[config.mk]
export PLATFORM = sky130hd
export DESIGN_NAME = lru_key_value_cache
export DESIGN_NICKNAME = d
export VERILOG_FILES = /design/src/hw/rtl/lkvc_pkg.sv /design/src/hw/rtl/lkvc_ctrl.sv /design/src/hw/rtl/lkvc_dp.sv /design/src/hw/rtl/lru_key_value_cache.sv
export SDC_FILE = /design/constraint.sdc
export NUM_CORES = 1
export LEC_CHECK = 0
export BUFFER_PORTS_ARGS = -buffer_cell sky130_fd_sc_hd__buf_2
export CAP_MARGIN = 20
export CORE_ASPECT_RATIO = 1.4
export CORE_MARGIN = 2
export CORE_UTILIZATION = 50
export DETAILED_ROUTE_END_ITERATION = 8
export PLACE_DENSITY = 0.66
export SLEW_MARGIN = 20
export SYNTH_ARGS = -nofsm -noshare
export SYNTH_HDL_FRONTEND = slang
export SYNTH_SLANG_ARGS = --single-unit
[constraint.sdc]
create_clock -name clk -period 11.7 [get_ports clk]
set_input_delay 0.585 -clock clk [delete_from_list [all_inputs] [get_ports clk]]
set_output_delay 0.585 -clock clk [all_outputs]
set_load 0.1 [all_outputs]
[src/hw/rtl/lkvc_pkg.sv]
package lkvc_pkg;

	// Default number of entries in the store.
	localparam int LKVC_MAX_ENTRIES = 16;

	// Field widths.
	localparam int CAP_W = 5;
	localparam int KEY_W = 32;
	localparam int VAL_W = 31;
	localparam int RES_W = 32;

	// Capacity register value after reset.
	localparam logic [CAP_W-1:0] CAP_RESET = 5'd16;

	// Result of a get that misses.
	localparam logic [RES_W-1:0] MISS_VALUE = 32'hFFFF_FFFF;

	// Command codes.
	localparam logic CMD_GET = 1'b0;
	localparam logic CMD_PUT = 1'b1;

	// Controller states.
	typedef enum logic [2:0] {
		ST_IDLE,
		ST_SCAN,
		ST_SCAN_END,
		ST_DECIDE,
		ST_PROMOTE,
		ST_PROMOTE_END,
		ST_RESPOND
	} lkvc_state_t;

	// Controller to datapath.
	typedef struct packed {
		logic start;     // latch beat, clear scan results
		logic scan_rd;   // lookup sweep read
		logic decide;    // pick target entry; for a put, write value and new key
		logic upd_rd;    // recency update sweep read
		logic load_out;  // move result into output register
	} lkvc_cmd_t;

	// Datapath to controller.
	typedef struct packed {
		logic idx_last;      // sweep index at last entry
		logic need_promote;  // item changes the recency order
		logic out_free;      // output register can take a result
	} lkvc_stat_t;

endpackage

[src/hw/rtl/lkvc_ctrl.sv]
module lkvc_ctrl
	import lkvc_pkg::*;
(
	input  logic       clk,
	input  logic       arst_n,
	input  logic       in_valid,
	output logic       in_ready,
	input  lkvc_stat_t stat,
	output lkvc_cmd_t  cmd
);

	lkvc_state_t state_q;
	lkvc_state_t state_d;

	// State register
	always_ff @(posedge clk or negedge arst_n) begin
		if (!arst_n) begin
			state_q <= ST_IDLE;
		end else begin
			state_q <= state_d;
		end
	end

	// Next state and commands
	always_comb begin
		state_d  = state_q;
		cmd      = '0;
		in_ready = 1'b0;
		case (state_q)
			ST_IDLE: begin
				in_ready = 1'b1;
				if (in_valid) begin
					cmd.start = 1'b1;
					state_d   = ST_SCAN;
				end
			end
			ST_SCAN: begin
				cmd.scan_rd = 1'b1;
				if (stat.idx_last) begin
					state_d = ST_SCAN_END;
				end
			end
			// last lookup read is evaluated here
			ST_SCAN_END: begin
				state_d = ST_DECIDE;
			end
			ST_DECIDE: begin
				cmd.decide = 1'b1;
				state_d    = stat.need_promote ? ST_PROMOTE : ST_RESPOND;
			end
			ST_PROMOTE: begin
				cmd.upd_rd = 1'b1;
				if (stat.idx_last) begin
					state_d = ST_PROMOTE_END;
				end
			end
			// last rank write-back happens here
			ST_PROMOTE_END: begin
				state_d = ST_RESPOND;
			end
			ST_RESPOND: begin
				if (stat.out_free) begin
					cmd.load_out = 1'b1;
					state_d      = ST_IDLE;
				end
			end
			default: begin
				state_d = ST_IDLE;
			end
		endcase
	end

endmodule

[src/hw/rtl/lkvc_dp.sv]
module lkvc_dp
	import lkvc_pkg::*;
#(
	parameter int MAX_ENTRIES = LKVC_MAX_ENTRIES
) (
	input  logic                    clk,
	input  logic                    arst_n,
	input  logic                    cfg_we,
	input  logic [CAP_W-1:0]        cfg_wdata,
	input  logic                    command,
	input  logic [KEY_W-1:0]        key,
	input  logic [VAL_W-1:0]        value,
	output logic                    out_valid,
	input  logic                    out_ready,
	output logic                    hit,
	output logic signed [RES_W-1:0] read_value,
	input  lkvc_cmd_t               cmd,
	output lkvc_stat_t              stat
);

	localparam int IDX_W  = (MAX_ENTRIES > 1) ? $clog2(MAX_ENTRIES) : 1;
	localparam int OCC_W  = $clog2(MAX_ENTRIES + 1);
	localparam int CMP_W  = (OCC_W > CAP_W) ? OCC_W : CAP_W;
	localparam logic [IDX_W-1:0] IDX_LAST = IDX_W'(MAX_ENTRIES - 1);

	// Entry storage
	logic [KEY_W-1:0] key_mem  [MAX_ENTRIES];
	logic [VAL_W-1:0] data_mem [MAX_ENTRIES];
	logic [IDX_W-1:0] rank_mem [MAX_ENTRIES];
	logic [MAX_ENTRIES-1:0] valid_q;
	logic [OCC_W-1:0] occ_q;
	logic [CAP_W-1:0] cap_q;

	// Latched beat
	logic             cmd_q;
	logic [KEY_W-1:0] key_q;
	logic [VAL_W-1:0] value_q;

	// Sweep index and read stage
	logic [IDX_W-1:0] idx_q;
	logic             scan_s1;
	logic             upd_s1;
	logic [IDX_W-1:0] idx_s1;
	logic [KEY_W-1:0] rd_key_s1;
	logic [VAL_W-1:0] rd_data_s1;
	logic [IDX_W-1:0] rd_rank_s1;

	// Lookup results
	logic             match_q;
	logic [IDX_W-1:0] found_idx_q;
	logic [IDX_W-1:0] found_rank_q;
	logic [VAL_W-1:0] found_data_q;
	logic             free_any_q;
	logic [IDX_W-1:0] free_idx_q;
	logic             vic_any_q;
	logic [IDX_W-1:0] vic_idx_q;
	logic [IDX_W-1:0] vic_rank_q;

	// Promotion target
	logic [IDX_W-1:0] tgt_idx_q;
	logic [IDX_W-1:0] limit_q;
	logic             limit_all_q;

	// Output register
	logic             out_valid_q;
	logic             res_hit_q;
	logic [RES_W-1:0] res_value_q;

	logic             rd_vld;
	logic             do_insert;
	logic [IDX_W-1:0] tgt_idx;
	logic             key_we;
	logic             data_we;
	logic             rank_we;
	logic [IDX_W-1:0] rank_wdata;

	assign rd_vld = valid_q[idx_s1];

	// Capacity register
	always_ff @(posedge clk or negedge arst_n) begin
		if (!arst_n) begin
			cap_q <= CAP_RESET;
		end else if (cfg_we) begin
			cap_q <= cfg_wdata;
		end
	end

	// Beat latch
	always_ff @(posedge clk) begin
		if (cmd.start) begin
			cmd_q   <= command;
			key_q   <= key;
			value_q <= value;
		end
	end

	// Sweep index
	always_ff @(posedge clk or negedge arst_n) begin
		if (!arst_n) begin
			idx_q <= '0;
		end else if (cmd.start || cmd.decide) begin
			idx_q <= '0;
		end else if (cmd.scan_rd || cmd.upd_rd) begin
			idx_q <= idx_q + 1'b1;
		end
	end

	assign stat.idx_last     = (idx_q == IDX_LAST);
	assign stat.need_promote = match_q || (cmd_q == CMD_PUT);
	assign stat.out_free     = !out_valid_q || out_ready;

	// Read stage control
	always_ff @(posedge clk or negedge arst_n) begin
		if (!arst_n) begin
			scan_s1 <= 1'b0;
			upd_s1  <= 1'b0;
		end else begin
			scan_s1 <= cmd.scan_rd;
			upd_s1  <= cmd.upd_rd;
		end
	end

	always_ff @(posedge clk) begin
		idx_s1 <= idx_q;
	end

	// Insert when a free entry exists and occupancy is below the capacity
	// (capacity zero counts as one)
	assign do_insert = (cmd_q == CMD_PUT) && !match_q && free_any_q &&
		((occ_q == '0) || (CMP_W'(occ_q) < CMP_W'(cap_q)));
	assign tgt_idx = match_q ? found_idx_q : (do_insert ? free_idx_q : vic_idx_q);

	assign key_we  = cmd.decide && (cmd_q == CMD_PUT) && !match_q;
	assign data_we = cmd.decide && (cmd_q == CMD_PUT);

	// Key and value memories
	always_ff @(posedge clk) begin
		if (key_we) begin
			key_mem[tgt_idx] <= key_q;
		end
		rd_key_s1 <= key_mem[idx_q];
	end

	always_ff @(posedge clk) begin
		if (data_we) begin
			data_mem[tgt_idx] <= value_q;
		end
		rd_data_s1 <= data_mem[idx_q];
	end

	// Rank write-back: target goes to zero, younger entries age by one
	always_comb begin
		rank_we    = 1'b0;
		rank_wdata = rd_rank_s1 + 1'b1;
		if (upd_s1) begin
			if (idx_s1 == tgt_idx_q) begin
				rank_we    = 1'b1;
				rank_wdata = '0;
			end else if (rd_vld && (limit_all_q || (rd_rank_s1 < limit_q))) begin
				rank_we = 1'b1;
			end
		end
	end

	always_ff @(posedge clk) begin
		if (rank_we) begin
			rank_mem[idx_s1] <= rank_wdata;
		end
		rd_rank_s1 <= rank_mem[idx_q];
	end

	// Valid bits and occupancy
	always_ff @(posedge clk or negedge arst_n) begin
		if (!arst_n) begin
			valid_q <= '0;
			occ_q   <= '0;
		end else if (cmd.decide && do_insert) begin
			valid_q[tgt_idx] <= 1'b1;
			occ_q            <= occ_q + 1'b1;
		end
	end

	// Lookup evaluation: first match, lowest free, least recent valid
	always_ff @(posedge clk or negedge arst_n) begin
		if (!arst_n) begin
			match_q    <= 1'b0;
			free_any_q <= 1'b0;
			vic_any_q  <= 1'b0;
		end else if (cmd.start) begin
			match_q    <= 1'b0;
			free_any_q <= 1'b0;
			vic_any_q  <= 1'b0;
		end else if (scan_s1) begin
			if (rd_vld && (rd_key_s1 == key_q) && !match_q) begin
				match_q <= 1'b1;
			end
			if (!rd_vld && !free_any_q) begin
				free_any_q <= 1'b1;
			end
			if (rd_vld) begin
				vic_any_q <= 1'b1;
			end
		end
	end

	always_ff @(posedge clk) begin
		if (cmd.start) begin
			found_idx_q <= '0;
			free_idx_q  <= '0;
			vic_idx_q   <= '0;
			vic_rank_q  <= '0;
		end else if (scan_s1) begin
			if (rd_vld && (rd_key_s1 == key_q) && !match_q) begin
				found_idx_q  <= idx_s1;
				found_rank_q <= rd_rank_s1;
				found_data_q <= rd_data_s1;
			end
			if (!rd_vld && !free_any_q) begin
				free_idx_q <= idx_s1;
			end
			if (rd_vld && (!vic_any_q || (rd_rank_s1 >= vic_rank_q))) begin
				vic_idx_q  <= idx_s1;
				vic_rank_q <= rd_rank_s1;
			end
		end
	end

	// Promotion target and aging limit
	always_ff @(posedge clk) begin
		if (cmd.decide) begin
			tgt_idx_q   <= tgt_idx;
			limit_q     <= match_q ? found_rank_q : vic_rank_q;
			limit_all_q <= do_insert;
		end
	end

	// Output register
	always_ff @(posedge clk or negedge arst_n) begin
		if (!arst_n) begin
			out_valid_q <= 1'b0;
		end else if (cmd.load_out) begin
			out_valid_q <= 1'b1;
		end else if (out_ready) begin
			out_valid_q <= 1'b0;
		end
	end

	always_ff @(posedge clk) begin
		if (cmd.load_out) begin
			res_hit_q <= match_q;
			if (cmd_q == CMD_PUT) begin
				res_value_q <= '0;
			end else if (match_q) begin
				res_value_q <= {1'b0, found_data_q};
			end else begin
				res_value_q <= MISS_VALUE;
			end
		end
	end

	assign out_valid  = out_valid_q;
	assign hit        = res_hit_q;
	assign read_value = res_value_q;

endmodule

[src/hw/rtl/lru_key_value_cache.sv]
// Channel   Handshake              Beat contents
// --------  ---------------------  -------------------------------------
// in        in_valid / in_ready    command, key, value
// out       out_valid / out_ready  hit, read_value
// cfg       cfg_we (no wait)       cfg_wdata -> capacity
//
// Each beat sweeps the entry memories once for lookup and, for a hit or a
// put, once more to update recency ranks, before the next beat is accepted;
// the sweeps run one after another because the key, value and rank memories
// each have a single read port. Reset clears valid bits, occupancy and
// control and sets capacity to 16; no clearing pass. A finished result waits
// in the output register while the next beat is taken; a stalled output
// holds only the response step.
module lru_key_value_cache
	import lkvc_pkg::*;
#(
	parameter int MAX_ENTRIES = LKVC_MAX_ENTRIES
) (
	input  logic                    clk,
	input  logic                    arst_n,
	input  logic                    cfg_we,
	input  logic [CAP_W-1:0]        cfg_wdata,
	input  logic                    in_valid,
	output logic                    in_ready,
	input  logic                    command,
	input  logic [KEY_W-1:0]        key,
	input  logic [VAL_W-1:0]        value,
	output logic                    out_valid,
	input  logic                    out_ready,
	output logic                    hit,
	output logic signed [RES_W-1:0] read_value
);

	lkvc_cmd_t  cmd;
	lkvc_stat_t stat;

	lkvc_ctrl u_ctrl (
		.clk      (clk),
		.arst_n   (arst_n),
		.in_valid (in_valid),
		.in_ready (in_ready),
		.stat     (stat),
		.cmd      (cmd)
	);

	lkvc_dp #(
		.MAX_ENTRIES (MAX_ENTRIES)
	) u_dp (
		.clk        (clk),
		.arst_n     (arst_n),
		.cfg_we     (cfg_we),
		.cfg_wdata  (cfg_wdata),
		.command    (command),
		.key        (key),
		.value      (value),
		.out_valid  (out_valid),
		.out_ready  (out_ready),
		.hit        (hit),
		.read_value (read_value),
		.cmd        (cmd),
		.stat       (stat)
	);

endmodule

# Yosys cells after proc, flatten, opt, wreduce, memory -nomap -nowiden
# Memories as Yosys holds them, arrays and structs flattened. A register that Yosys moved wholly into a read port is not among the register bits.
# Index checks and enable logic that the tools add are counted.
# W data, S select, Z words.
[word_totals]
regBits = 200
mem_bits_rw = 1072
inputBits = 74
elab_cells = 139
memories = 3
[classes]
add_sub_neg = 3
magnitude_cmp = 6
eq_ne = 13
muxes = 46
bitwise = 2
reduce_logical = 40
[memory_table]
columns = ["memory", "words", "width", "rd", "rd_clocked_by_memory_dff", "write_ports", "line", "rtl"]
rows = [
  ["u_dp.key_mem", 16, 32, 1, 1, 1, "lkvc_dp.sv:27", "logic [KEY_W-1:0] key_mem [MAX_ENTRIES];"],
  ["u_dp.data_mem", 16, 31, 1, 1, 1, "lkvc_dp.sv:28", "logic [VAL_W-1:0] data_mem [MAX_ENTRIES];"],
  ["u_dp.rank_mem", 16, 4, 1, 1, 1, "lkvc_dp.sv:29", "logic [IDX_W-1:0] rank_mem [MAX_ENTRIES];"],
]
[ops]
columns = ["operator", "count"]
rows = [
  ["$eq A32 B32 Y1", 1],
  ["$mux W32", 1],
  ["$mux W1", 30],
  ["$mux W4", 7],
  ["$pmux W3 S7", 1],
  ["$or A16 B16 Y16", 1],
  ["$logic_and A1 B1 Y1", 12],
  ["$mux W3", 4],
  ["$reduce_and A2 Y1", 6],
  ["$reduce_bool A2 Y1", 6],
  ["$lt A4 B5 Y1 const B", 2],
  ["$eq A3 B3 Y1 const B", 3],
  ["$add A4 B1 Y4 const B", 2],
  ["$ne A2 B2 Y1 const B", 4],
  ["$logic_or A1 B1 Y1", 7],
  ["$eq A3 B2 Y1 const B", 2],
  ["$add A5 B1 Y5 const B", 1],
  ["$logic_not A1 Y1", 5],
  ["$logic_not A5 Y1", 1],
  ["$lt A5 B5 Y1", 1],
  ["$bmux W1 S4", 1],
  ["$demux W1 S4", 1],
  ["$eq A4 B4 Y1", 1],
  ["$eq A4 B4 Y1 const B", 1],
  ["9 further kinds", 9],
]

# Logic depth before layout (Yosys ltp)
# Gate-level depths: netlist of run 1.
[logic_depth]
ltp_word = 11
mapped_depth = 10
mapped_depth_nobuf = 9

# Modules after synthesis
# From an unflattened synthesis of run 1, not the netlist that was laid out.
[hier_totals]
cells_unflattened = 2194
area_unflattened_um2 = 49757.7
[modules_own_cells]
columns = ["mod", "n_inst", "cells_each", "area_each_um2", "seq_area_each_um2"]
rows = [
  ["lkvc_dp", 1, 2169, 49530.0, 39068.7],
  ["lkvc_ctrl", 1, 25, 227.7, 75.1],
]

# Worst setup path before layout of run 1
# No wires, ideal clock.
[synth_path]
path_kind = "register to register"
startpoint = "reg u_dp.occ_q[0]"
endpoint = "mem u_dp.data_mem[6][0], enable pin"
arrival_time_ns = 5.296
slack_ns = 5.907
stages_incl_launch_ff = 10
path_buffers = 0
synth_period_minus_slack_ns = 5.793
path_cell_list = "dfrtp_1 > inv_1 > ha_1 > or4b_4 > a21oi_4 > o21a_2 > mux2_2 > mux2i_4 > inv_2 > nor4_1"
[synth_via]
elab_chain_len = 5
elab_cells_between_ends = 6
classes_between = "1 x order compare; 2 x mux; 3 x reduce/logical"
[synth_lines]
columns = ["element", "line", "rtl"]
rows = [
  ["start: declaration", "lkvc_dp.sv:31", "logic [OCC_W-1:0] occ_q;"],
  ["start signal: assignment", "lkvc_dp.sv:179", "occ_q <= occ_q + 1'b1;"],
  ["$lt A5 B5 Y1 or $logic_not A5 Y1 (tied branches)", "lkvc_dp.sv:130", "((occ_q == '0) || (CMP_W'(occ_q) < CMP_W'(cap_q)));"],
  ["$logic_or A1 B1 Y1 *", "lkvc_dp.sv:130", ""],
  ["$logic_and A1 B1 Y1 *", "lkvc_dp.sv:129", "assign do_insert = (cmd_q == CMD_PUT) && !match_q && free_any_q &&"],
  ["$mux W4 * (2 in a row)", "lkvc_dp.sv:131", "assign tgt_idx = match_q ? found_idx_q : (do_insert ? free_idx_q : vic_idx_q);"],
  ["via u_dp.tgt_idx[3]", "lkvc_dp.sv:71", "logic [IDX_W-1:0] tgt_idx;"],
  ["end: declaration", "lkvc_dp.sv:28", ""],
]
# The timed path passes the listed nets; every way through them passes the cells marked *.

# Worst setup path in the final report of run 1
[layout_path]
startpoint = "reg u_ctrl.state_q[2]"
endpoint = "mem u_dp.key_mem[5][11], enable pin"
[layout_via]
elab_chain_len = 6
[layout_lines]
columns = ["element", "line", "rtl"]
rows = [
  ["start: declaration", "lkvc_ctrl.sv:12", "lkvc_state_t state_q;"],
  ["start signal: assignment", "lkvc_ctrl.sv:20", "state_q <= state_d;"],
  ["$eq A3 B2 Y1", "lkvc_ctrl.sv:29", "case (state_q)"],
  ["$mux W1", "lkvc_ctrl.sv:29", ""],
  ["$logic_and A1 B1 Y1 (2 in a row)", "lkvc_dp.sv:133", "assign key_we = cmd.decide && (cmd_q == CMD_PUT) && !match_q;"],
  ["$mux W1", "lkvc_dp.sv:138", "if (key_we) begin"],
  ["$mux W1 (not written as such)", "lkvc_dp.sv:139", "key_mem[tgt_idx] <= key_q;"],
  ["end: declaration", "lkvc_dp.sv:27", ""],
]
# No other way between the ends.

==> out/qor.txt, run 1 <==
run status - finished, final reports clean
post-CTS sizing - 0
global-route wire length before repair - 158000 um
most common cell in the netlist - edfxtp_1
Synth warnings - 0
Tcrit/Tclk final - 39.8%
nets - 2524
fin. max-slew vios - 0
DP Wirelength - 56800 um
IO Port Bufs - 108
routed len/inst - 27.6 um
fin area - 56900 sq um
RSZ-0062 raised after global routing - no
Die W - 271 um
Pwr Total - 12.4 mW
Die ar. - 102000 sq um
Congestion Overflow GR - 0
fraction of layout cells with a size suffix above 1 - 29.6%
clk buf depth - 3
endpoint class of the critical path - flop
WP data arrival - 5.02 ns
Pwr per Cell Area - 218 nW/um^2
postcts setup bufs - 0
setup_tns - 0 ns
largest area contributor in the netlist - edfxtp_1
Mapped Nets - 2299
Post-synth EDFFs - 1213
Worst Hold Class - input port to flop
CP required - 12.06 ns
clk slew on worst S/H paths - 0.07 ns
Final ANT Viol Nets - 0
top cell type's share of synthesized area - 73.0%
# rows - 137
area grow syn2layout - 14.1%
area post-placement - 52400 sq um
CTS tree - built
register area share after synthesis - 78.5%
initial antenna violation count - 3
crit path max fanout - 25
pin count of the biggest net entering global routing - 168
Core Box Area - 99200 sq um
CTS Buf Count - 120
asr flop ratio synth - 2.91%
Commonest cells post-synth - edfxtp_1, mux4_2, dfxtp_1
Syn Area/Cell - 22.6 sq um
initial core utilization - 50.3%
detailed-route DRC error count - 0
Total GRT Usage - 21.2%
P_leak - 18.3 nW
Final Util - 57.4%
maxcap violations - 0
fmax - 215 MHz
Crit Path Category - flop to flop
Skew-Pair Late Insertion Delay - 0.75 ns
FF+latch count, synth - 1339
actual slew at the worst max-slew pin - 1.09 ns
final WL - 107000 um
Clock Sink Count - 1339
Post-Route Skew - 0.0602 ns
worst vdd ir - 0.136 mV
synth unique cells - 62
Final setup violation count - 0
fill cell count - 7086
hold buffers post-CTS - 41
Cells after Synth - 2210
final hold vios - 0
Die Ht - 378 um
relative slew slack - 27.3%
main flop type after synthesis - edfxtp_1
H-tree depth reported by CTS - 3
I/O pins - 109
post-DR vias/cell - 5.92
Area contributors post-synth - edfxtp_1, mux4_2, dfxtp_1
via count - 22.9k
CP Launch Type - flop
via count of the first global-routing pass - 24.3k
Synth Cell Area - 49900 sq um
RD Place Congestion - 0.769
minimum clock period - 4.66 ns
n_diodes - 0
Detailed Routing Iterations Pass 1 - 5
Starting DRT DRC Count - 2382
CTS root buffer - clkbuf_16
flip-flops by register name (all words and copies together), names as in the netlist, 5 cells and up:
signal and cells:
u_dp.rank_mem 64, u_dp.key_mem 512, u_dp.value_q 31, u_dp.occ_q 5, u_dp.read_value 32, u_dp.found_data_q 31, u_dp.cap_q 5, u_dp.data_mem 496
u_dp.key_q 32, u_dp.rd_data_s1 31, u_dp.rd_key_s1 32, u_dp.valid_q 16
worst paths after layout:
path | startpoint | end | slack (ns) | cells past startpoint
setup / recovery | u_ctrl.state_q[2] | u_dp.key_mem[5][11] | 7.04 | 8
setup reg to reg | u_ctrl.state_q[2] | u_dp.key_mem[5][11] | 7.04 | 8
max in group asynchronous | arst_n | u_dp.idx_q[0] | 10.39 | 2
hold / removal | key[11] | u_dp.key_q[11] | 0.05 | 1
min in group asynchronous | arst_n | u_dp.valid_q[7] | 0.57 | 2
hold reg to reg | u_dp.rd_data_s1[30] | u_dp.found_data_q[30] | 0.40 | 0
stage by stage:
stage                     setup WS [ns]  hold WS [ns]  std cells
after floorplan                    5.91         0.289       2210
after global placement             7.27         0.386       3583
final                              7.04        0.0481       3861
after global routing               6.72        0.0219       3861
after CTS                          7.03       0.00248       3859
after detailed placement           7.02         0.389       3590
kinds of logic (layout without fill, tap and decap cells):
group           Yosys count  in the layout  synth area share, %
flops                  1339           1339                 78.5
buf+inv                 162            493                 1.29
compound gates          134            134                 1.73
fa+ha+maj                15             15                0.376
simple gates            168            168                 1.82
mux                     350            350                 15.6
xor+xnor                 42             42                0.737
routing by layer:
metal | GRT usage (%) | vias to the layer above | share of wire (%)
li1 | - | 9630 | -
met1 | 28.0 | 12300 | 40
met2 | 36.8 | 789 | 52
met3 | 3.14 | 164 | 5.9
met4 | 6.04 | 6 | 2.1
met5 | 0 | - | 0.034
critical path, cell delays in order, from the launching register on:
cell      delay (ns)
dfrtp_1         0.55
nand2b_1        0.30
or2_2           0.35
inv_1           0.31
nand2_1         0.63
nor2_1          0.58
nand3_1         0.36
nor3_2          0.65
buf_4           0.55
area by class of cell:
class / instances / area, sq um / share of cell area, %
multi-input cells: 709 / 10300 / 18.1
repair buffers: 208 / 1540 / 2.71
flip-flops and latches: 1339 / 39200 / 68.8
well taps: 1320 / 1650 / 2.90
inverters: 57 / 216 / 0.380
clock inverters: 64 / 788 / 1.38
clock buffers: 164 / 3260 / 5.72
power breakdown:
part	leakage (nW)	total (mW)	internal, mW	switching, mW
clock network	1.95	3.98	2.24	1.75
registers	12.2	6.13	5.73	0.393
logic	4.15	2.31	1.16	1.14
cell usage in the layout, fill, tap and decap left out, types with 6 or more instances in the layout:
cell           count
nor2_4             8
nand3_1           24
clkinv_1          12
buf_4             50
dfrtp_1           33
nor2b_1            8
nor3_2             9
clkinvlp_4         7
xor2_1            35
clkbuf_1          35
o21ai_0           26
a21o_1            13
clkbuf_8           9
nor3_1             6
bufinv_16         12
nor4_1             9
nand2_1           39
mux4_2           339
dlygate4sd3_1     41
dfxtp_1           87
nand2b_1          10
clkbuf_16        120
a211oi_1           6
buf_2            108
a21oi_1           48
ha_1              15
o21bai_1           6
nor4_2            13
nor2_1            17
edfxtp_1        1213
clkinv_2          23
inv_1             54
xnor2_1            7
Note: power is estimated with default switching activity, not from simulation.
==> run 2, diff against run 1 <==
Settings changed: ABC_AREA set to 1.
Clock period 11.7 ns to 4.45 ns, I/O delays scaled along.
==> out/qor.txt, run 2 <==
run status - finished, final reports clean
Mapped Nets - 3752 (+63%)
Final setup violation count - 0 (unchanged)
DP Wirelength - 62800 um (+10%)
Worst Reg-to-Reg Cells - 15 (+7)
IO Port Bufs - 108 (unchanged)
clk slew on worst S/H paths - 0.07 ns (about the same)
Layout Cells excl Fill - 5259 (+36%)
via count of the first global-routing pass - 29.6k (+22%)
synth unique cells - 42 (-32%)
Critical Path, Cell by Cell - inv_1, ha_1, nand2_1, nor2_1, nand2_1, nand3_1, nand2_2, nand2_2, nand2_1, nand3_1, nand2_2, nor2_2, nand3_1, nor2_4, buf_4
initial antenna violation count - 0 (-3)
multi-input gate area in the final layout - 10800 sq um (+5.2%)
fill cell count - 7884 (+11%)
maxcap violations - 0 (unchanged)
main flop type after synthesis - edfxtp_1
clock share of power - 30.4% (-1.7 points)
H-tree depth reported by CTS - 3 (unchanged)
Cells after Synth - 3663 (+66%)
Congestion Overflow GR - 0 (unchanged)
pin count of the biggest net entering global routing - 175 (+4.2%)
Sequential Area - 39200 sq um (about the same)
Die ar. - 105000 sq um (+2.5%)
crit path max fanout - 13 (-48%)
Pwr per Cell Area - 600 nW/um^2 (+180%)
crit-path leading delay family - simple AND/OR/NAND/NOR gates
CP Launch Type - flop
total length of routed met3 wires - 6960 um (+11%)
Synth warnings - 0 (unchanged)
via count - 30.3k (+33%)
final hold vios - 0 (unchanged)
commonest non-fill, non-tap cell in the layout - edfxtp_1
Die Ht - 382 um (+1.2%)
setup_tns - 0 ns (unchanged)
Synth Cell Area - 51100 sq um (+2.5%)
CP endpoint - u_dp.key_mem[8][19]
fmax - 285 MHz (+33%)
Syn Area/Cell - 14.0 sq um (-38%)
Worst Hold Class - input port to async pin
post-CTS sizing - 0 (unchanged)
Die W - 274 um (+1.2%)
RD Place Congestion - 0.810 (+5.3%)
Int Power - 23.7 mW (+160%)
# rows - 138 (+0.73%)
RSZ-0062 raised after global routing - no
Buf+Inv Stages, Crit Path - 2 (unchanged)
Crit Path Category - flop to flop
Total GRT Usage - 22.7% (+1.5 points)
Reg power frac - 45.8% (-3.5 points)
area post-placement - 53300 sq um (+1.7%)
r2r endpoint - u_dp.key_mem[8][19]
global-route wire length before repair - 179000 um (+13%)
nets - 3912 (+55%)
max reg flops - 512 (unchanged)
most frequent cells in the layout - edfxtp_1, nor2_1, o21ai_0
Commonest cells post-synth - edfxtp_1, nor2_1, o21ai_0
FF+latch count, synth - 1339 (unchanged)
fin. max-slew vios - 0 (unchanged)
Comb pwr share - 23.8% (+5.2 points)
crit path from - u_dp.cap_q[4]
Net Sw Frac - 32.3% (+5.8 points)
CTS root buffer - clkbuf_16
DR WL met2 - 61300 um (+10%)
wl on met1 - 49200 um (+16%)
Skew-Pair Late Insertion Delay - 0.74 ns (about the same)
CP required - 4.87 ns (-7.19 ns)
largest area contributor in the netlist - edfxtp_1
relative slew slack - 28.0% (+0.64 points)
critical path's slowest cell - nor2_4
detailed-route DRC error count - 0 (unchanged)
worst vdd ir - 0.582 mV (+330%)
routed len/inst - 22.9 um (-17%)
post-DR vias/cell - 5.76 (-2.7%)
Final ANT Viol Nets - 0 (unchanged)
stages on the worst setup path - 15 (+7)
Detailed Routing Iterations Pass 1 - 7 (+2)
switching pwr - 11.3 mW (+240%)
hold buffers post-CTS - 81 (+98%)
area grow syn2layout - 14.0% (about the same)
Post-synth EDFFs - 1213 (unchanged)
endpoint class of the critical path - flop
Clock Sink Count - 1339 (unchanged)
final WL - 120000 um (+13%)
actual slew at the worst max-slew pin - 1.08 ns (-0.00966 ns)
asr flop ratio synth - 2.91% (unchanged)
Top Layer Used - met4
Tcrit/Tclk final - 78.8% (+39 points)
Starting DRT DRC Count - 2984 (+25%)
CTS tree - built
Core Box Area - 101000 sq um (+1.9%)
initial core utilization - 50.5% (+0.28 points)
P_leak - 19.7 nW (+7.8%)
DP Cell Count - 4951 (+38%)
n_diodes - 0 (unchanged)
Biggest register - u_dp.key_mem
clk buf depth - 3 (unchanged)
CP peak stage delay - 0.55 ns (-0.10 ns)
most common cell in the netlist - edfxtp_1
reg-to-reg slack, setup - 0.94 ns (-6.10 ns)
minimum clock period - 3.51 ns (-1.15 ns)
top flop regs - u_dp.key_mem (512), u_dp.data_mem (496), u_dp.rank_mem (64)
Final Util - 57.6% (+0.27 points)
top cell type's share of synthesized area - 71.2% (-1.8 points)
CTS Buf Count - 118 (-1.7%)
Post-Route Skew - 0.0329 ns (-0.0273 ns)
I/O pins - 109 (unchanged)
reg2reg start - u_dp.cap_q[4]
WP data arrival - 3.93 ns (-1.09 ns)
postcts setup bufs - 0 (unchanged)
fraction of layout cells with a size suffix above 1 - 11.5% (-18 points)
Area contributors post-synth - edfxtp_1, nor2_1, dfxtp_1
register area share after synthesis - 76.5% (-1.9 points)
fin area - 58300 sq um (+2.4%)
[run 2: changes by cell type after synthesis, moves of 104 or more]
cell      previous run  this run
mux2i_1              5       109
nand3_1             24       153
o32ai_1              1       159
nor2_1              25       760
o221ai_1             2       111
o21ai_0             26       284
mux4_2             339         0
nand2_1             39       279
[run 2: per-layer routing]
metal  vias up  global-route usage [%]
met1     15200                    30.0
met4         0                    6.85
met2      1016                    39.5
li1      13900                       -
met5         -                       0
met3       205                    2.73
[run 2: power groups by stage]
stage	Sequential, mW	Combinational, mW	Clock (mW)
floorplan	16.3	5.68	0
global placement	16.2	8.13	0
detailed placement	16.3	8.26	0
CTS	16.0	8.37	10.8
finish	16.0	8.33	10.6
global route	16.1	9.16	11.3
[run 2: cells by family after synthesis]
logic type / after synthesis / share of synthesized area [%]
simple gates: 1227 / 9.64
xor+xnor: 21 / 0.360
compound gates: 617 / 8.27
flops: 1339 / 76.5
fa+ha+maj: 15 / 0.367
buf+inv: 334 / 2.66
mux: 110 / 2.16
[run 2: final cells by class]
cell class	instances	area share (%)
Timing Repair Buffer	259	3.55
Clock inverter	65	1.32
Tap cell	1330	2.85
Multi-Input combinational cell	1990	18.6
Clock buffer	161	5.76
Inverter	115	0.762
Sequential cell	1339	67.2
[run 2: worst min path at each step]
stage / depth (start not counted) / endpoint / slack (ns) / startpoint
after floorplan: 0 / u_ctrl.state_q[0] / -0.07 / arst_n
after global placement: 0 / u_dp.found_data_q[9] / 0.39 / u_dp.rd_data_s1[9]
after detailed placement: 0 / u_dp.found_data_q[28] / 0.39 / u_dp.rd_data_s1[28]
after CTS: 2 / u_dp.key_q[18] / 0.15 / key[18]
after global routing: 2 / u_dp.occ_q[3] / 0.05 / arst_n
final: 2 / u_dp.occ_q[1] / 0.01 / arst_n
[run 2: through the flow]
stage | hold slack [ns] | power [mW] | setup WS (ns)
after floorplan | -0.0731 | 21.9 | 0.267
after global placement | 0.385 | 24.4 | 1.00
after detailed placement | 0.389 | 24.5 | 0.936
after CTS | 0.146 | 35.2 | 0.915
after global routing | 0.0503 | 36.5 | 0.702
final | 0.0138 | 35.0 | 0.943
[run 2: worst register-to-register path, delay by kind of cell, from the launching register on]
family / cells / cell delay, ns
simple gates: 12 / 1.98
buf+inv: 2 / 0.40
flops: 1 / 0.52
fa+ha+maj: 1 / 0.29
